[src/rtl/core/kmst_pkg.sv]
// ----------------------------------------------------------------------------
// kmst_pkg
// Shared types and sizes for the Kruskal spanning tree block.
// ----------------------------------------------------------------------------
package kmst_pkg;

  localparam int MAX_VERTICES = 64;
  localparam int MAX_EDGES    = 256;
  localparam int WEIGHT_BITS  = 16;

  localparam int VERT_W   = 7;
  localparam int VIDX_W   = $clog2(MAX_VERTICES);
  localparam int EIDX_W   = (MAX_EDGES > 1) ? $clog2(MAX_EDGES) : 1;
  localparam int CNT_W    = $clog2(MAX_EDGES + 1);
  localparam int CHOSEN_W = $clog2(MAX_VERTICES);
  localparam int RANK_W   = 3;
  localparam logic [RANK_W-1:0] RANK_MAX = 3'd7;

  localparam logic [VERT_W-1:0] VCOUNT_RESET = 7'd64;
  localparam logic [VERT_W-1:0] VCOUNT_MAX   = VERT_W'(MAX_VERTICES);

  typedef struct packed {
    logic [VERT_W-1:0]             src;
    logic [VERT_W-1:0]             dst;
    logic signed [WEIGHT_BITS-1:0] wt;
  } edge_t;

  typedef struct packed {
    logic [RANK_W-1:0] rank;
    logic [VERT_W-1:0] parent;
  } uf_ent_t;

  // forest request/response between the top level and the union-find unit
  typedef struct packed {
    logic              clear;
    logic              go;
    logic [VERT_W-1:0] src;
    logic [VERT_W-1:0] dst;
  } uf_req_t;

  typedef struct packed {
    logic done;
    logic joined;
  } uf_rsp_t;

endpackage

[src/rtl/core/kmst_forest.sv]
// ----------------------------------------------------------------------------
// kmst_forest
// Union-find forest with union by rank; one find step per cycle.
// ----------------------------------------------------------------------------
module kmst_forest import kmst_pkg::*; (
  input  logic    clk,
  input  logic    rst_n,
  input  uf_req_t req,
  output uf_rsp_t rsp
);

  typedef enum logic [4:0] {
    F_IDLE = 5'b00001,
    F_FA   = 5'b00010,
    F_FB   = 5'b00100,
    F_BUMP = 5'b01000,
    F_DONE = 5'b10000
  } uf_state_t;

  uf_state_t         state_r, state_nxt;
  logic [VERT_W-1:0] cur_r, cur_nxt;
  logic [VERT_W-1:0] dst_r, dst_nxt;
  logic [VERT_W-1:0] xroot_r, xroot_nxt;
  logic [RANK_W-1:0] xrank_r, xrank_nxt;
  logic              joined_r, joined_nxt;
  uf_ent_t           mem [MAX_VERTICES];
  logic [MAX_VERTICES-1:0] vld_r;
  uf_ent_t           rd_r;
  logic              rvld_r;
  logic [VIDX_W-1:0] raddr;
  logic              we;
  logic [VIDX_W-1:0] waddr;
  uf_ent_t           wdata;
  uf_ent_t           ent;

  // an entry never written since clear is its own root with rank zero
  always_comb begin
    ent = rd_r;
    if (!rvld_r) begin
      ent.parent = cur_r;
      ent.rank   = '0;
    end
  end

  always_comb begin
    state_nxt  = state_r;
    cur_nxt    = cur_r;
    dst_nxt    = dst_r;
    xroot_nxt  = xroot_r;
    xrank_nxt  = xrank_r;
    joined_nxt = joined_r;
    raddr      = VIDX_W'(cur_r - 1'b1);
    we         = 1'b0;
    waddr      = '0;
    wdata      = '0;
    unique case (state_r)
      F_IDLE: begin
        if (req.go) begin
          cur_nxt   = req.src;
          dst_nxt   = req.dst;
          raddr     = VIDX_W'(req.src - 1'b1);
          state_nxt = F_FA;
        end
      end
      F_FA: begin
        if (ent.parent == cur_r) begin
          xroot_nxt = cur_r;
          xrank_nxt = ent.rank;
          cur_nxt   = dst_r;
          raddr     = VIDX_W'(dst_r - 1'b1);
          state_nxt = F_FB;
        end else begin
          cur_nxt = ent.parent;
          raddr   = VIDX_W'(ent.parent - 1'b1);
        end
      end
      F_FB: begin
        if (ent.parent == cur_r) begin
          if (cur_r == xroot_r) begin
            joined_nxt = 1'b0;
            state_nxt  = F_DONE;
          end else begin
            joined_nxt = 1'b1;
            we         = 1'b1;
            if (xrank_r < ent.rank) begin
              waddr     = VIDX_W'(xroot_r - 1'b1);
              wdata     = '{rank: xrank_r, parent: cur_r};
              state_nxt = F_DONE;
            end else begin
              waddr     = VIDX_W'(cur_r - 1'b1);
              wdata     = '{rank: ent.rank, parent: xroot_r};
              state_nxt = (xrank_r == ent.rank) ? F_BUMP : F_DONE;
            end
          end
        end else begin
          cur_nxt = ent.parent;
          raddr   = VIDX_W'(ent.parent - 1'b1);
        end
      end
      F_BUMP: begin
        we    = 1'b1;
        waddr = VIDX_W'(xroot_r - 1'b1);
        wdata = '{rank: (xrank_r < RANK_MAX) ? xrank_r + 1'b1 : xrank_r, parent: xroot_r};
        state_nxt = F_DONE;
      end
      F_DONE: state_nxt = F_IDLE;
      default: state_nxt = F_IDLE;
    endcase
  end

  always_ff @(posedge clk) begin
    if (!rst_n) begin
      state_r <= F_IDLE;
      vld_r   <= '0;
    end else begin
      state_r <= state_nxt;
      if (req.clear) begin
        vld_r <= '0;
      end else if (we) begin
        vld_r[waddr] <= 1'b1;
      end
    end
    cur_r    <= cur_nxt;
    dst_r    <= dst_nxt;
    xroot_r  <= xroot_nxt;
    xrank_r  <= xrank_nxt;
    joined_r <= joined_nxt;
  end

  always_ff @(posedge clk) begin
    if (we) begin
      mem[waddr] <= wdata;
    end
    rd_r   <= mem[raddr];
    rvld_r <= vld_r[raddr] && !(we && waddr == raddr);
  end

  assign rsp.done   = (state_r == F_DONE);
  assign rsp.joined = joined_r;

endmodule

[config.mk]
export PLATFORM = sky130hd
export DESIGN_NAME = kmst_forest
export DESIGN_NICKNAME = d
export VERILOG_FILES = /design/src/rtl/core/kmst_pkg.sv /design/src/rtl/core/kmst_forest.sv
export SDC_FILE = /design/constraint.sdc
export NUM_CORES = 1
export LEC_CHECK = 0
export BUFFER_PORTS_ARGS = -buffer_cell sky130_fd_sc_hd__buf_2
export CAP_MARGIN = 5
export CORE_AREA = 8 8 287 289
export DETAILED_ROUTE_END_ITERATION = 6
export DIE_AREA = 0 0 295 297
export PLACE_DENSITY = 0.61
export SLEW_MARGIN = 20
export SYNTH_ARGS = -nofsm -noshare
export SYNTH_HDL_FRONTEND = slang
export SYNTH_SLANG_ARGS = --single-unit
[constraint.sdc]
create_clock -name clk -period 4.8 [get_ports clk]
set_clock_uncertainty 0.2 [all_clocks]
set_input_delay 0.72 -clock clk [delete_from_list [all_inputs] [get_ports clk]]
set_output_delay 0.72 -clock clk [all_outputs]
set_load 0.02 [all_outputs]
==> metrics.yaml, run 1 <==
power:
  vdd_ir_drop_max_mv: 0.295
  leakage_nw: 13.1
  switching_power_mw: 4.74
  cell_internal_pwr_mw: 11.4
  combinationalPowerShare_pct: 19.9
  p_seq_share_pct: 44.4
  netSwitchingFraction_pct: 29.3
  clockPowerShare_pct: 35.6
  power_density_mw_per_mm2: 459
yosys:
  synth.cell_area_mm2: 0.0308
  synth_ff_type: "edfxtp_1"
  synth_top_area_share_pct: 64.9
  yosysWarningCount: 0
  yosysTopAreaCell: "edfxtp_1"
  synthTopCellsByArea: "edfxtp_1, mux2i_1, nand2_1"
  synth_cell_types: 73
  postSynthNetCount: 2300
  ys_seq_area_share_pct: 70.1
  synthTopCellsByCount: "edfxtp_1, nand2_1, mux2i_1"
  synth-edff-count: 665
  synthArstFlopShare_pct: 0
  synth_cells: 2273
  post-synth-top-count-cell: "edfxtp_1"
  avgSynthCellArea_um2: 13.5
  ys_seq_elements: 745
drt:
  met1_length_um: 34900
  vias_per_cell: 5.48
  topRoutingLayerUsed: "met4"
  vias: 19026
  antenna_left: 0
  routed_wirelength_um: 79200
  dr.pass1.iters: 5
  drc: 0
  wl_met2_um: 37300
  wl_per_cell_um: 22.8
  dr_wl_met3_um: 4830
  drt-initial-drc-count: 1867
clock_tree:
  cts_buffer_depth: 3
  clkLatencyLatePin_ns: 0.62
  cts_hold_buf: 0
  root_buffer: "clkbuf_16"
  post_cts_buffers: 0
  cts-buffers-inserted: 77
  clk_pin_slew_worst_paths_ns: 0.07
  htree_levels: 3
  post_cts_resized: 0
  cts_sinks: 745
  cts_tree: "built"
placed_design:
  gp_congestion: 0.898
  dpl.hpwl_um: 49900
  dp.cells: 3332
  portBuffers: 19
timing:
  final.setup.tns_ns: 0
  worst_pin_slew_ns: 1.12
  finalSetupViolations: 0
  hold_viol_final: 0
  slew_headroom_pct: 25.0
  period_minus_slack_ns: 4.55
  fmax_mhz: 220
  rsz0062_at_grt: "false"
  maxSlewViolCount: 0
  finalCritPeriodShare_pct: 94.7
grt:
  grt_usage_pct: 17.7
  grt_overflow: 0
  grt_pass1_vias: 18650
  antenna_found_initial: 2
  grt_pass1_wl_um: 119000
  grt_max_degree: 65
die:
  die_w_um: 295
  core_area_mm2: 0.0780
  boundaryPins: 20
  start_util_pct: 39.4
  die_h_um: 297
  rows: 103
  die-area_mm2: 0.0876
cells_and_area:
  fin_nets: 2389
  final_util_pct: 45.2
  layout.cells.non_filler: 3473
  area_delta_synth_final_pct: 14.5
  diodes: 0
  fillers: 6842
  drive_above_1_share_pct: 12.9
critical_path:
  critPathRequiredTime_ns: 5.17
  crit_chain: "xnor2_2 -> nand4_1 -> o21ai_1 -> nand2_1 -> o221ai_1 -> buf_4 -> nor3b_2 -> o2111ai_1 -> a2bb2oi_1 -> o211ai_1 -> or4_1"
  max_stage_delay_ns: 0.75
  arrival_ns: 4.92
  critical_path.max_fanout: 10
  cp.buffers_inverters: 1
  critPathKind: "flip-flop to flip-flop"
  reg2reg_slack_ns: 0.25
  critPathCaptureType: "flip-flop"
  path_delay_family: "compound AO/OA/AOI/OAI gates"
  startpoint_type: "flip-flop"
  slowest_stage: "o221ai_1"
run:
  cap_viol_max_count: 0
run_status:
  status: "complete, no violations"
hold_path:
  hold_path_class: "input pin to flip-flop"
==> path summary, 6_finish.rpt <==
path	start	end	cells after the start
max reg2reg	cur_r[3]$_DFFE_PP_	rd_r[8]$_DFF_P_	11
max	cur_r[3]$_DFFE_PP_	rd_r[8]$_DFF_P_	11
min	req[6]	dst_r[6]$_DFFE_PP_	1
min reg2reg	vld_r[61]$_SDFFE_PP0P_	vld_r[61]$_SDFFE_PP0P_	1
==> final cells by class <==
class	count	area, µm²	area share, %
clock inverter	39	314	0.892
multi-input combinational	1374	8590	24.4
tap	1050	1310	3.73
sequential	745	21600	61.3
clock buffer	101	2100	5.97
timing repair buffer	142	1240	3.52
inverter	22	82.6	0.235
==> per-stage QoR <==
stage / worst slack, ns / cell area (µm²) / hold WS (ns) / total power [mW]
2_1_floorplan: 0.558 / 30800 / 0.221 / 9.41
6_report: 0.253 / 35200 / 0.0760 / 16.2
5_1_grt: 0.0111 / 35200 / 0.0616 / 16.7
4_1_cts: 0.389 / 35200 / 0.0502 / 16.2
3_5_place_dp: 0.402 / 32800 / 0.248 / 10.5
3_3_place_gp: 0.444 / 32700 / 0.242 / 10.5
==> cells by family after synthesis <==
group	Yosys count	synth area share, %
flops	745	70.1
compound gates	279	6.94
fa+ha+maj	9	0.366
simple gates	840	12.0
xor+xnor	39	1.21
mux	207	6.97
buf+inv	154	2.42
==> layer usage <==
| layer | vias to the layer above | GRT usage [%] |
|---|---|---|
| met5 | - | 0 |
| met4 | 0 | 5.69 |
| met3 | 128 | 2.49 |
| met2 | 636 | 28.3 |
| met1 | 9601 | 24.9 |
| li1 | 8661 | - |
==> layout by cell type, fill, tap and decap left out, types with 36 or more instances in the layout <==
master / instances
mux2i_1: 195
edfxtp_1: 665
o211ai_1: 44
o21a_1: 66
buf_4: 106
nor2_1: 82
a21oi_1: 36
a32oi_1: 43
dfxtp_1: 80
clkbuf_16: 80
nand3_1: 134
nand4_1: 51
nand2_1: 485
==> sequential cells by signal, summed over array words and instances (netlist names) <==
| register | count |
|---|---|
| vld_r | 64 |
| dst_r | 7 |
| mem | 640 |
| rvld_r | 1 |
| xroot_r | 7 |
| rd_r | 10 |
| state_r | 5 |
| xrank_r | 3 |
| joined_r | 1 |
| cur_r | 7 |
==> power groups by stage <==
| stage | sequential, mW | combinational [mW] | clock [mW] |
|---|---|---|---|
| finish | 7.18 | 3.22 | 5.76 |
| global placement | 7.32 | 3.18 | 0 |
| floorplan | 7.23 | 2.18 | 0 |
| detailed placement | 7.31 | 3.20 | 0 |
| CTS | 7.18 | 3.21 | 5.85 |
| global route | 7.18 | 3.43 | 6.10 |
(Power assumes the default switching activity.)
==> run 2, diff against run 1 <==
ABC_AREA = 1   (was default)
CORE_AREA = 8 8 290 292   (was 8 8 287 289)
DIE_AREA = 0 0 298 300   (was 0 0 295 297)
SKIP_LAST_GASP = 1   (was default)
==> metrics.yaml, run 2 <==
critical_path:
  critPathKind: "flip-flop to flip-flop"
  critPathCaptureType: "flip-flop"
  crit_start: "state_r[0]$_SDFFE_PN1P_"
  critPathRequiredTime_ns: 5.10  # -0.07 ns
  reg2reg_slack_ns: 0.43  # +0.17 ns
  endpoint: "rd_r[2]$_DFF_P_"
  critical_path.max_fanout: 25  # +15
  arrival_ns: 4.68  # -0.24 ns
  rr_startpoint: "state_r[0]$_SDFFE_PN1P_"
  cp_common_cell: "nand3_1"
  slowest_stage: "nor2_1"
  max_stage_delay_ns: 0.67  # -0.08 ns
  crit_chain: "inv_2 -> nand3_1 -> nor2_2 -> nor2_1 -> nand2_1 -> nand3_1 -> inv_1 -> nor2_1 -> nor2_4 -> inv_2 -> buf_4 -> o211ai_1 -> nand3_1 -> nand3_1 -> nand3_1 -> nand2_1"
  r2r_cells: 16  # +5
  reg2reg_to: "rd_r[2]$_DFF_P_"
  startpoint_type: "flip-flop"
power:
  netSwitchingFraction_pct: 33.0  # +3.7 points
  switching_power_mw: 5.96  # +26%
  p_seq_share_pct: 39.4  # -5.0 points
  combinationalPowerShare_pct: 26.5  # +6.6 points
  leakage_nw: 12.8  # -2.4%
  vdd_ir_drop_max_mv: 0.266  # -9.8%
  cell_internal_pwr_mw: 12.1  # +5.9%
  clockPowerShare_pct: 34.0  # -1.6 points
  power_density_mw_per_mm2: 502  # +9.4%
timing:
  final.setup.tns_ns: 0  # unchanged
  worst_pin_slew_ns: 1.12  # -0.00000957 ns
  finalSetupViolations: 0  # unchanged
  hold-worst-slack_ns: 0.0780  # +0.00198 ns
  fmax_mhz: 229  # +4.0%
  maxSlewViolCount: 0  # unchanged
  period_minus_slack_ns: 4.37  # -0.175 ns
  finalCritPeriodShare_pct: 91.1  # -3.6 points
  rsz0062_at_grt: "false"
  hold_viol_final: 0  # unchanged
  slew_headroom_pct: 25.0  # about the same
yosys:
  ys_seq_area_share_pct: 68.3  # -1.8 points
  synth_cells: 2834  # +25%
  yosysWarningCount: 0  # unchanged
  synth.cell_area_mm2: 0.0316  # +2.7%
  synth_cell_types: 46  # -37%
  synthTopCellsByCount: "edfxtp_1, inv_1, o21ai_0"
  avgSynthCellArea_um2: 11.1  # -18%
  yosysTopAreaCell: "edfxtp_1"
  post-synth-top-count-cell: "edfxtp_1"
  synth_ff_type: "edfxtp_1"
  synth-edff-count: 665  # unchanged
  postSynthNetCount: 2861  # +24%
  ys_seq_elements: 745  # unchanged
  synth_top_area_share_pct: 63.2  # -1.7 points
  synthTopCellsByArea: "edfxtp_1, o21ai_0, dfxtp_1"
  synthArstFlopShare_pct: 0  # unchanged
cells_and_area:
  area_delta_synth_final_pct: 13.8
  layout_commonest_cell: "edfxtp_1"
  drive_above_1_share_pct: 10.2  # -2.7 points
  final_cell_mix: "edfxtp_1, inv_1, o21ai_0"
  largest_register_ffs: 640  # unchanged
  fillers: 7237  # +5.8%
  max_flop_register: "mem"
  reg_top3: "mem x640, vld_r x64, rd_r x10"
  multi_input_area_mm2: 0.00799  # -6.9%
  seq_area_mm2: 0.0216  # unchanged
  diodes: 0  # unchanged
  fin_nets: 2890  # +21%
die:
  die-area_mm2: 0.0894  # +2.0%
  die_h_um: 300  # +1.0%
  boundaryPins: 20  # unchanged
  rows: 104  # +0.97%
  core_area_mm2: 0.0796  # +2.1%
  die_w_um: 298  # +1.0%
  start_util_pct: 39.6  # +0.20 points
clock_tree:
  cts_hold_buf: 0  # unchanged
  root_buffer: "clkbuf_16"
  cts-buffers-inserted: 78  # +1.3%
  post_cts_resized: 0  # unchanged
  htree_levels: 3  # unchanged
  cts_tree: "built"
  cts_buffer_depth: 3  # unchanged
  cts_sinks: 745  # unchanged
  post_cts_buffers: 0  # unchanged
  clkLatencyLatePin_ns: 0.62  # about the same
  clk_pin_slew_worst_paths_ns: 0.06  # about the same
run_status:
  status: "complete, no violations"
placed_design:
  portBuffers: 19  # unchanged
  gp_congestion: 0.955  # +6.4%
  dpl.hpwl_um: 51000  # +2.2%
drt:
  dr.pass1.iters: 6  # +1
  vias: 21367  # +12%
  wl_per_cell_um: 21.0  # -7.7%
  drc: 0  # unchanged
  drt-initial-drc-count: 2341  # +25%
  vias_per_cell: 5.36  # -2.1%
  routed_wirelength_um: 83900  # +5.9%
  antenna_left: 0  # unchanged
grt:
  antenna_found_initial: 0  # -2
  grt_usage_pct: 18.3  # +0.56 points
  grt_pass1_wl_um: 127000  # +6.6%
  grt_pass1_vias: 20416  # +9.5%
  grt_overflow: 0  # unchanged
  grt_max_degree: 138  # +110%
run:
  cap_viol_max_count: 0  # unchanged
hold_path:
  hold_path_class: "input pin to flip-flop"
==> run 2: layout make-up <==
type                            instances  share of cell area [%]
Multi-Input combinational cell       1535                    22.3
Clock buffer                          106                    5.99
Clock inverter                         36                    1.22
Inverter                              391                    4.10
Timing Repair Buffer                  112                    2.70
Tap cell                             1060                    3.69
Sequential cell                       745                    60.1
==> run 2: worst min-delay path by stage <==
stage                           start                     end  cells after the start
2_1_floorplan  vld_r[11]$_SDFFE_PP0P_  vld_r[11]$_SDFFE_PP0P_                      2
3_3_place_gp   vld_r[15]$_SDFFE_PP0P_  vld_r[15]$_SDFFE_PP0P_                      2
3_5_place_dp   vld_r[23]$_SDFFE_PP0P_  vld_r[23]$_SDFFE_PP0P_                      2
4_1_cts                        req[4]      dst_r[4]$_DFFE_PP_                      1
5_1_grt                        req[5]      dst_r[5]$_DFFE_PP_                      1
6_report                       req[5]      dst_r[5]$_DFFE_PP_                      1
==> run 2: worst max-delay path, delay by kind of cell, from the launching register on <==
| family | cells | cell delay, ns |
|---|---|---|
| and+or+nand+nor | 11 | 2.43 |
| DFF | 1 | 0.37 |
| buffers and inverters | 4 | 1.10 |
| AOI/OAI and AO/OA | 1 | 0.15 |
==> run 2: power groups by stage <==
stage / combinational [mW] / clock, mW / sequential (mW)
after global placement: 4.69 / 0 / 7.25
after CTS: 4.76 / 6.24 / 7.12
after floorplan: 3.17 / 0 / 7.22
after global routing: 5.26 / 6.50 / 7.12
final: 4.79 / 6.14 / 7.12
after detailed placement: 4.73 / 0 / 7.25
==> run 2: layer usage <==
| layer | routed length [µm] | share of wire [%] | up-vias | global-route usage, % |
|---|---|---|---|---|
| met5 | 0 | 0 | - | 0 |
| met4 | 2300 | 2.7 | 0 | 6.00 |
| met3 | 6410 | 7.6 | 155 | 2.52 |
| met2 | 40100 | 48 | 821 | 30.2 |
| met1 | 35100 | 42 | 10376 | 24.9 |
| li1 | - | - | 10015 | - |
==> run 2: stage by stage <==
stage	total power, mW	util [%]	setup slack (ns)	area (µm²)	cells
2_1_floorplan	10.4	-	0.431	31600	2834
3_3_place_gp	11.9	41.9	0.710	33300	3843
3_5_place_dp	12.0	41.9	0.532	33300	3843
4_1_cts	18.1	45.1	0.506	35900	3985
5_1_grt	18.9	45.1	0.281	35900	3985
6_report	18.0	45.1	0.428	35900	3985
==> run 2: cells by family (layout without fill, tap and decap cells) <==
logic type / after synthesis / in the layout / share of synthesized area, %
flip-flops: 745 / 745 / 68.3
AO/OA/AOI/OAI: 713 / 713 / 12.4
multiplexers: 1 / 1 / 0.0357
AND/OR/NAND/NOR: 791 / 791 / 11.4
buffers and inverters: 554 / 645 / 6.90
adder cells (fa/ha/maj): 9 / 9 / 0.357
XOR/XNOR: 21 / 21 / 0.583
==> run 3, diff against run 2 <==
CORE_AREA = 8 8 249 251   (was 8 8 290 292)
DIE_AREA = 0 0 257 259   (was 0 0 298 300)
PLACE_DENSITY = 0.77   (was 0.61)
==> metrics.yaml, run 3 (same netlist as run 2, synthesis figures left out) <==
placed_design:
  portBuffers: 19  # unchanged
  dpl.hpwl_um: 49700  # -2.5%
  dp.cells: 3552  # -7.6%
  gp_congestion: 0.953  # -0.24%
drt:
  routed_wirelength_um: 81300  # -3.0%
  drc: 0  # unchanged
  antenna_left: 0  # unchanged
  dr_wl_met3_um: 8040  # +25%
  drt-initial-drc-count: 2978  # +27%
  vias_per_cell: 5.94  # +11%
  met1_length_um: 31500  # -10%
  dr.pass1.iters: 6  # unchanged
  topRoutingLayerUsed: "met5"
  wl_met2_um: 38600  # -3.7%
  vias: 21893  # +2.5%
  wl_per_cell_um: 22.1  # +4.8%
critical_path:
  startpoint_type: "flip-flop"
  max_stage_delay_ns: 0.64  # -0.03 ns
  critPathRequiredTime_ns: 5.14  # +0.04 ns
  critPathKind: "flip-flop to flip-flop"
  cp_common_cell: "nand3_1"
  critical_path.max_fanout: 62  # +150%
  slowest_stage: "nor2_1"
  cp.buffers_inverters: 3  # -1
  crit_chain: "inv_2 -> nand3_1 -> nor2_2 -> nor2_1 -> nand2_1 -> nand2_1 -> nor2_1 -> nand3_2 -> nand2_8 -> inv_4 -> buf_4 -> nor2_1 -> o211ai_1 -> nand3_1 -> nand3_1 -> nand3_1 -> nand2_1"
  path_delay_family: "simple AND/OR/NAND/NOR gates"
  critPathCaptureType: "flip-flop"
  arrival_ns: 4.69  # about the same
cells_and_area:
  area_delta_synth_final_pct: 11.9
  drive_above_1_share_pct: 9.92  # -0.30 points
  diodes: 0  # unchanged
  largest_register_ffs: 640  # unchanged
  seq_area_mm2: 0.0216  # unchanged
  fillers: 4471  # -38%
  reg_top3: "mem x640, vld_r x64, rd_r x10"
  layout.cells.non_filler: 3686  # -7.5%
  fin_nets: 2884  # -0.21%
  final_cell_mix: "edfxtp_1, inv_1, o21ai_0"
  layout_commonest_cell: "edfxtp_1"
  max_flop_register: "mem"
  multi_input_area_mm2: 0.00800  # about the same
die:
  die_h_um: 259  # -14%
  core_area_mm2: 0.0582  # -27%
  rows: 89  # -14%
  die_w_um: 257  # -14%
  start_util_pct: 54.2  # +15 points
  die-area_mm2: 0.0666  # -26%
  boundaryPins: 20  # unchanged
clock_tree:
  cts_hold_buf: 0  # unchanged
  cts-buffers-inserted: 76  # -2.6%
  root_buffer: "clkbuf_16"
  cts_sinks: 745  # unchanged
  htree_levels: 3  # unchanged
  cts_buffer_depth: 3  # unchanged
  clk_pin_slew_worst_paths_ns: 0.06  # about the same
  post_cts_buffers: 0  # unchanged
  post_cts_resized: 0  # unchanged
  clkLatencyLatePin_ns: 0.61  # about the same
  cts_tree: "built"
timing:
  hold_viol_final: 0  # unchanged
  period_minus_slack_ns: 4.35  # -0.0230 ns
  finalSetupViolations: 0  # unchanged
  fmax_mhz: 230  # +0.53%
  maxSlewViolCount: 0  # unchanged
  worst_pin_slew_ns: 1.02  # -0.0968 ns
  finalCritPeriodShare_pct: 90.6  # -0.48 points
  slew_headroom_pct: 31.7  # +6.7 points
  rsz0062_at_grt: "false"
  final.setup.tns_ns: 0  # unchanged
power:
  vdd_ir_drop_max_mv: 0.341  # +28%
  leakage_nw: 12.7  # -0.85%
  power_density_mw_per_mm2: 498  # -0.84%
  finalPower_mw: 17.6  # -2.5%
grt:
  grt_pass1_wl_um: 124000  # -2.2%
  grt_overflow: 0  # unchanged
  antenna_found_initial: 1  # +1
  grt_pass1_vias: 20942  # +2.6%
  grt_usage_pct: 24.0  # +5.7 points
  grt_max_degree: 98  # -29%
run:
  cap_viol_max_count: 0  # unchanged
hold_path:
  hold_path_class: "input pin to flip-flop"
run_status:
  status: "complete, no violations"
-- run 3: changes by cell type in the layout (fill, tap and decap cells not counted), sizes merged --
cell	delta
bufinv	-6
buf	-4
clkbuf	-2
clkinv	+1
clkinvlp	-1
-- run 3: worst paths after layout --
kind / startpoint / endpoint / slack, ns / depth (start not counted)
max: state_r[0]$_SDFFE_PN1P_ / rd_r[5]$_DFF_P_ / 0.45 / 17
min: req[1] / dst_r[1]$_DFFE_PP_ / 0.09 / 1
max reg2reg: state_r[0]$_SDFFE_PN1P_ / rd_r[5]$_DFF_P_ / 0.45 / 17
min reg2reg: vld_r[44]$_SDFFE_PP0P_ / vld_r[44]$_SDFFE_PP0P_ / 0.26 / 2
-- run 3: layout make-up --
type | instances | area share [%]
clock buffer | 104 | 6.03
clock inverter | 30 | 0.701
tap | 773 | 2.74
timing repair buffer | 108 | 2.69
multi-input combinational | 1535 | 22.6
inverter | 391 | 4.17
sequential | 745 | 61.0
-- run 3: metal layers --
layer	GRT usage [%]	vias to the layer above
li1	-	9999
met1	32.2	10558
met5	0	-
met2	38.6	1134
met3	4.61	200
met4	9.57	2
-- run 3: metrics by stage --
stage               setup slack (ns)  cell area [µm²]  util (%)  hold slack [ns]
floorplan                      0.431            31600         -            0.231
global placement               0.764            33000      56.6            0.240
detailed placement             0.664            33000      56.6            0.249
CTS                            0.621            35300      60.7           0.0537
global route                   0.243            35300      60.7           0.0656
finish                         0.451            35300      60.7           0.0889
-- run 3: report_power, final --
part           total (mW)  switching [mW]  internal, mW
Clock                5.68            2.37          3.31
Combinational        4.79            3.44          1.36
Sequential           7.13          0.0811          7.05
